===== config.mk =====
export PLATFORM = sky130hd
export DESIGN_NAME = configurable_crc_append_verify
export DESIGN_NICKNAME = d
export VERILOG_FILES = /design/src/ccav_pkg.sv /design/src/ccav_crc_byte.sv /design/src/configurable_crc_append_verify.sv
export SDC_FILE = /design/constraint.sdc
export NUM_CORES = 1
export LEC_CHECK = 0
export BUFFER_PORTS_ARGS = -buffer_cell sky130_fd_sc_hd__buf_2
export CORE_MARGIN = 3
export CORE_UTILIZATION = 58
export CTS_CLUSTER_SIZE = 8
export DETAILED_ROUTE_END_ITERATION = 16
export PLACE_DENSITY = 0.76
export SYNTH_ARGS = -nofsm -noshare
export SYNTH_HDL_FRONTEND = slang
export SYNTH_SLANG_ARGS = --single-unit

===== constraint.sdc =====
create_clock -name clk -period 6.4 [get_ports clk]
set_input_delay 0.64 -clock clk [delete_from_list [all_inputs] [get_ports clk]]
set_output_delay 0.64 -clock clk [all_outputs]
set_load 0.1 [all_outputs]

===== src/ccav_pkg.sv =====
package ccav_pkg;

	// CRC width select codes; the unused code behaves as 32 bits
	localparam logic [1:0] WSEL_8  = 2'd0;
	localparam logic [1:0] WSEL_16 = 2'd1;
	localparam logic [1:0] WSEL_32 = 2'd2;

	// configuration register indexes
	localparam logic [1:0] REG_WIDTH_SEL = 2'd0;
	localparam logic [1:0] REG_POLY      = 2'd1;
	localparam logic [1:0] REG_INIT      = 2'd2;

	localparam logic [1:0]  WSEL_RESET = WSEL_32;
	localparam logic [31:0] POLY_RESET = 32'h04C1_1DB7;
	localparam logic [15:0] INIT_RESET = 16'h0000;

	localparam logic [2:0] CNT_SAT = 3'd5;

	localparam int S_TDATA_W = 8;
	localparam int M_TDATA_W = 48;

endpackage


===== src/ccav_crc_byte.sv =====
module ccav_crc_byte (
	input  logic [31:0] crc_in,
	input  logic [7:0]  data,
	input  logic [1:0]  wsel,
	input  logic [31:0] poly,
	output logic [31:0] crc_out
);

	logic [4:0]  shamt;
	logic [31:0] mask;
	logic [31:0] regl;
	logic [31:0] polyl;

	// left-justify the register so the feedback tap is always bit 31
	always_comb begin
		unique case (wsel)
			ccav_pkg::WSEL_8: begin
				shamt = 5'd24;
				mask  = 32'h0000_00FF;
			end
			ccav_pkg::WSEL_16: begin
				shamt = 5'd16;
				mask  = 32'h0000_FFFF;
			end
			default: begin
				shamt = 5'd0;
				mask  = 32'hFFFF_FFFF;
			end
		endcase
		polyl = (poly & mask) << shamt;
		regl  = ((crc_in & mask) << shamt) ^ {data, 24'h00_0000};
		for (int i = 0; i < 8; i++) begin
			if (regl[31]) begin
				regl = (regl << 1) ^ polyl;
			end else begin
				regl = regl << 1;
			end
		end
		crc_out = regl >> shamt;
	end

endmodule


===== src/configurable_crc_append_verify.sv =====
// Words pass the input stage, then the output register. Throughput: one
// word per cycle while m_axis is ready; on the last word of a generate frame
// the input stalls while 1, 2 or 4 CRC words drain from the output register.
// Reset (arst_n low, asynchronous): both stages empty, CRC state cleared,
// next word starts a frame, configuration back to 32-bit CRC, 0x04C11DB7, 0.
module configurable_crc_append_verify (
	input  logic                           clk,
	input  logic                           arst_n,
	input  logic                           cfg_we,
	input  logic [1:0]                     cfg_index,
	input  logic [31:0]                    cfg_data,
	input  logic                           s_axis_tvalid,
	output logic                           s_axis_tready,
	input  logic [ccav_pkg::S_TDATA_W-1:0] s_axis_tdata,  // [7:0] data_byte
	input  logic                           s_axis_tlast,  // last_byte
	input  logic [0:0]                     s_axis_tuser,  // [0] mode
	output logic                           m_axis_tvalid,
	input  logic                           m_axis_tready,
	// [7:0] out_byte, [39:8] crc_value, [40] frame_ok, [47:41] zero
	output logic [ccav_pkg::M_TDATA_W-1:0] m_axis_tdata,
	output logic                           m_axis_tlast,  // last_of_run
	output logic [0:0]                     m_axis_tuser   // [0] is_crc_byte
);

	logic [1:0]  wsel_q;
	logic [31:0] poly_q;
	logic [15:0] init_q;

	logic [31:0] crc_q;
	logic [2:0]  cnt_q;
	logic        start_q;

	logic        valid_s1;
	logic [7:0]  data_s1;
	logic        last_s1;
	logic        mode_s1;

	logic        m_valid_q;
	logic [2:0]  crc_left_q;
	logic [7:0]  m_byte_q;
	logic        m_is_crc_q;
	logic [31:0] m_crc_q;
	logic        m_ok_q;
	logic        m_last_q;

	logic        load_out;
	logic        adv;
	logic        emit_crc;
	logic [31:0] crc_base;
	logic [31:0] crc_new;
	logic [2:0]  cnt_base;
	logic [2:0]  cnt_new;
	logic [2:0]  nbytes;
	logic [1:0]  byte_sel;
	logic [7:0]  crc_byte;

	always_ff @(posedge clk or negedge arst_n) begin
		if (!arst_n) begin
			wsel_q <= ccav_pkg::WSEL_RESET;
			poly_q <= ccav_pkg::POLY_RESET;
			init_q <= ccav_pkg::INIT_RESET;
		end else if (cfg_we) begin
			unique case (cfg_index)
				ccav_pkg::REG_WIDTH_SEL: wsel_q <= cfg_data[1:0];
				ccav_pkg::REG_POLY:      poly_q <= cfg_data;
				ccav_pkg::REG_INIT:      init_q <= cfg_data[15:0];
				default: ;
			endcase
		end
	end

	assign load_out      = !m_valid_q || (m_axis_tready && crc_left_q == 3'd0);
	assign adv           = valid_s1 && load_out;
	assign s_axis_tready = !valid_s1 || load_out;
	assign emit_crc      = m_valid_q && m_axis_tready && crc_left_q != 3'd0;

	always_ff @(posedge clk or negedge arst_n) begin
		if (!arst_n) begin
			valid_s1 <= 1'b0;
		end else if (s_axis_tready) begin
			valid_s1 <= s_axis_tvalid;
		end
	end

	always_ff @(posedge clk) begin
		if (s_axis_tready && s_axis_tvalid) begin
			data_s1 <= s_axis_tdata[7:0];
			last_s1 <= s_axis_tlast;
			mode_s1 <= s_axis_tuser[0];
		end
	end

	always_comb begin
		unique case (wsel_q)
			ccav_pkg::WSEL_8:  nbytes = 3'd1;
			ccav_pkg::WSEL_16: nbytes = 3'd2;
			default:           nbytes = 3'd4;
		endcase
		crc_base = start_q ? {16'h0000, init_q} : crc_q;
		cnt_base = start_q ? 3'd0 : cnt_q;
		cnt_new  = (cnt_base == ccav_pkg::CNT_SAT) ? ccav_pkg::CNT_SAT : cnt_base + 3'd1;
	end

	ccav_crc_byte u_crc (
		.crc_in  (crc_base),
		.data    (data_s1),
		.wsel    (wsel_q),
		.poly    (poly_q),
		.crc_out (crc_new)
	);

	always_ff @(posedge clk or negedge arst_n) begin
		if (!arst_n) begin
			crc_q   <= '0;
			cnt_q   <= '0;
			start_q <= 1'b1;
		end else if (adv) begin
			crc_q   <= crc_new;
			cnt_q   <= cnt_new;
			start_q <= last_s1;
		end
	end

	// CRC bytes go out most significant first
	assign byte_sel = 2'(crc_left_q - 3'd1);
	always_comb begin
		unique case (byte_sel)
			2'd0: crc_byte = m_crc_q[7:0];
			2'd1: crc_byte = m_crc_q[15:8];
			2'd2: crc_byte = m_crc_q[23:16];
			default: crc_byte = m_crc_q[31:24];
		endcase
	end

	always_ff @(posedge clk or negedge arst_n) begin
		if (!arst_n) begin
			m_valid_q  <= 1'b0;
			crc_left_q <= '0;
		end else if (load_out) begin
			m_valid_q  <= valid_s1;
			crc_left_q <= (adv && last_s1 && !mode_s1) ? nbytes : 3'd0;
		end else if (emit_crc) begin
			crc_left_q <= crc_left_q - 3'd1;
		end
	end

	always_ff @(posedge clk) begin
		if (adv) begin
			m_byte_q   <= data_s1;
			m_is_crc_q <= 1'b0;
			m_crc_q    <= crc_new;
			m_ok_q     <= last_s1 && mode_s1 && (cnt_new > nbytes) && (crc_new == 32'h0);
			m_last_q   <= last_s1 && mode_s1;
		end else if (emit_crc) begin
			m_byte_q   <= crc_byte;
			m_is_crc_q <= 1'b1;
			m_ok_q     <= 1'b0;
			m_last_q   <= (crc_left_q == 3'd1);
		end
	end

	assign m_axis_tvalid = m_valid_q;
	assign m_axis_tdata  = {7'd0, m_ok_q, m_crc_q, m_byte_q};
	assign m_axis_tlast  = m_last_q;
	assign m_axis_tuser  = m_is_crc_q;

	a_left_needs_valid: assert property (@(posedge clk) disable iff (!arst_n)
		crc_left_q != 3'd0 |-> m_valid_q)
		else $error("CRC bytes pending with empty output register");

	a_left_range: assert property (@(posedge clk) disable iff (!arst_n)
		crc_left_q <= 3'd4)
		else $error("CRC byte counter out of range");

	a_s1_holds: assert property (@(posedge clk) disable iff (!arst_n)
		valid_s1 && !adv |=> valid_s1 && $stable(data_s1) && $stable(last_s1))
		else $error("input stage lost a stalled word");

	a_crc_word_no_verdict: assert property (@(posedge clk) disable iff (!arst_n)
		m_valid_q && m_is_crc_q |-> !m_ok_q)
		else $error("verdict set on an appended CRC word");

	a_state_frozen: assert property (@(posedge clk) disable iff (!arst_n)
		!adv |=> $stable(crc_q) && $stable(cnt_q))
		else $error("CRC state changed without a word advancing");

endmodule


==> flow_summary.yaml <==
timing:
  worstMarginPinSlew_ps: 1530
  fin_skew_ps: 18.2
  maxSlewHeadroom_pct: -2.67
  fin_setup_tns_ps: 0
  max_freq_ghz: 0.162
  holdWs_ps: 212
  drv_slew: 12
  setup_viol: 0
  fin_crit_sh_pct: 96.2
  final_hold_viol_count: 0
  min_period_ps: 6160
finish:
  antenna_cells: 0
  nFillCells: 1600
  drive_gt1_share_pct: 25.6
  areaGrowthSynthToFinish_pct: 16.0
  nets: 1527
  finalCoreUtilization_pct: 69.7
  multi_input_area_um2: 7580
  seq_area_um2: 3880
  layout_common_cells: "nand2_1 (251), xnor2_1 (174), buf_4 (108)"
  final_common_cell: "nand2_1"
synth:
  synth-edff-count: 52
  synth_top_flop_cell: "dfrtp_1"
  synth_sequential_area_ratio_pct: 32.6
  syn_avg_cell_area_um2: 8.80
  synth_area_um2: 11900
  synth_cells: 1351
  synth_area_leaders: "dfrtp_1 (16%), edfxtp_1 (13%), xnor2_1 (13%), nand2_1 (8.0%), mux2_2 (6.5%)"
  ys_async_sr_fraction_pct: 63.2
  yosys_warnings: 0
  ys_ff_latch: 144
  synth_top_area_share_pct: 15.8
  synth.largest_area_cell: "dfrtp_1"
  synth.distinct_cells: 94
floorplan:
  die_area_um2: 22200
  rows: 51
  core_um2: 19800
  die_h_um: 149
  pin_count: 101
  die_w_um: 149
  start_util_pct: 60.1
clock_network:
  clkTransAtPathRegs_ps: 70
  cts_tree: "done"
  h-tree-depth: 4
  root_buffer: "clkbuf_16"
  cts_buffer_depth: 2
  cts_buffers: 17
  worstSkewPairLatency_ps: 440
  clock-sinks: 144
drt:
  remaining_drc_errors: 0
  drt_wl_total_um: 41000
  vias: 11100
  drt_pass1_iterations: 6
  ant_nets: 0
  drt_iter0_drc: 1447
  wl_per_cell_um: 23.4
  vias_per_cell: 6.35
critical_path:
  max_stage_delay_ps: 600
  cp_data_arrival_time_ps: 6410
  cp-start-kind: "flop"
  critPathBufInv: 1
  cpMaxStageDelayCell: "dfstp_2"
  crit_path_max_fanout: 24
  crit_path_end_kind: "flop"
  crit_family: "simple AND/OR/NAND/NOR gates"
  critPathKind: "reg2reg"
  crit_required_ps: 6650
  path_cells: "mux2_2, a22o_1, o211ai_4, mux2_2, o31a_1, a211oi_4, mux2i_1, or3b_4, and3_2, or2_4, a211oi_4, nor3_2, buf_12, o21ai_1, xnor3_1, a211oi_1, nand4b_1, or4_1, nor4_2"
global_route:
  grt_busiest_layer: "met2"
  grt_pass1_vias: 10300
  antenna_found_initial: 0
  use_met1_pct: 49.9
  overflow: 0
  grt_pass1_wl_um: 61700
  use_met3_pct: 7.14
  grt_max_degree: 79
  grt.met2_usage_pct: 56.6
  grtUsageTotal_pct: 36.7
placed_design:
  hpwlAfterDp_um: 30700
  io_buffers: 93
  gp_congestion: 1.02
min_path:
  hold_class: "in2async"
job:
  maxCapViolations: 1
run_status:
  status: "finished with violations"
  violations: "max-capacitance violations, max-slew violations"
## state kept, by name, indices dropped and copies added, names as in the netlist
signal,cells
data_s1,8
start_q,1
m_byte_q,8
m_axis_tvalid,1
mode_s1,1
m_crc_q,32
m_ok_q,1
valid_s1,1
cnt_q,3
m_axis_tuser,1
last_s1,1
m_axis_tlast,1
crc_left_q,3
crc_q,32
poly_q,32
init_q,16
wsel_q,2
## worst register-to-register path, stage by stage, from the launching register on
cell and delay (ps):
dfstp_2 600, mux2_2 390, a22o_1 230, o211ai_4 300, mux2_2 400, o31a_1 270, a211oi_4 290, mux2i_1 280
or3b_4 450, and3_2 250, or2_4 270, a211oi_4 270, nor3_2 100, buf_12 170, o21ai_1 160, xnor3_1 430
a211oi_1 240, nand4b_1 160, or4_1 510, nor4_2 220
## metrics by stage
step / instance area [um2] / cells / worst slack (ps)
2_1_floorplan: 11900 / 1357 / 624
3_3_place_gp: 13000 / 1704 / 188
3_5_place_dp: 13000 / 1704 / 44.1
4_1_cts: 13500 / 1736 / 14.5
5_1_grt: 13800 / 1748 / -7.48
6_report: 13800 / 1748 / 242
## final cells by class
class / count / area share (%)
sequential: 144 / 28.1
timing repair buffer: 205 / 9.79
clock inverter: 14 / 0.862
clock buffer: 18 / 3.19
tap: 265 / 2.41
multi-input combinational: 1079 / 55.0
inverter: 23 / 0.626
## routing by layer
layer	share of wire [%]	vias to the layer above
met4	6.0	0
li1	-	4985
met1	39	5284
met3	10	134
met2	45	700
met5	0	-
## cells by family after synthesis
| family | share of synthesized area (%) |
|---|---|
| AO/OA/AOI/OAI | 18.3 |
| XOR/XNOR | 17.7 |
| adder cells (fa/ha/maj) | 0.842 |
| buffers and inverters | 5.06 |
| flip-flops | 32.6 |
| multiplexers | 9.23 |
| other | 0.0316 |
| AND/OR/NAND/NOR | 16.2 |
## timing repair
action                                 CTS  global route
setup endpoints to repair                0             2
hold buffers                             0             0
endpoints found under the hold margin    0             0
resized for setup                        0            32
setup buffers                            0            11
## worst paths after layout
| check | endpoint | slack [ps] | cells after the start | startpoint |
|---|---|---|---|---|
| max in group asynchronous | poly_q[30]$_DFFE_PN0P_ | 5130 | 2 | arst_n |
| setup reg to reg | m_ok_q$_SDFFCE_PN0P_ | 240 | 19 | start_q$_DFFE_PN1P_ |
| hold reg to reg | m_axis_tuser$_SDFFE_PP0P_ | 480 | 2 | m_axis_tuser$_SDFFE_PP0P_ |
| hold / removal | cnt_q[2]$_DFFE_PN0P_ | 210 | 1 | arst_n |
| setup / recovery | m_ok_q$_SDFFCE_PN0P_ | 240 | 19 | start_q$_DFFE_PN1P_ |
| min in group clk | data_s1[2]$_DFFE_PP_ | 380 | 1 | s_axis_tdata[2] |
## cells in the mapped netlist, types with 5 or more instances
library cell / count
nand2_1: 252
xnor2_1: 177
nor2_1: 77
dfrtp_1: 75
o21ai_0: 71
mux2_2: 69
clkbuf_1: 63
a21oi_1: 52
edfxtp_1: 52
nand3_1: 33
xor2_1: 29
inv_1: 22
a22oi_1: 20
mux2i_1: 20
and2_1: 19
o22ai_1: 19
buf_1: 18
a222oi_1: 16
buf_2: 16
dfstp_2: 16
a211oi_1: 15
o21a_1: 14
a22o_1: 12
nor3_1: 12
a32oi_1: 10
buf_4: 10
ha_1: 8
nand4_1: 7
o21ai_1: 6
o2bb2ai_1: 6
a31oi_1: 5
and3_1: 5
buf_6: 5
xnor3_1: 5
xor3_1: 5
Power is not shown: default switching activity piles up to over one toggle a cycle in this logic, so the estimate is an artifact.
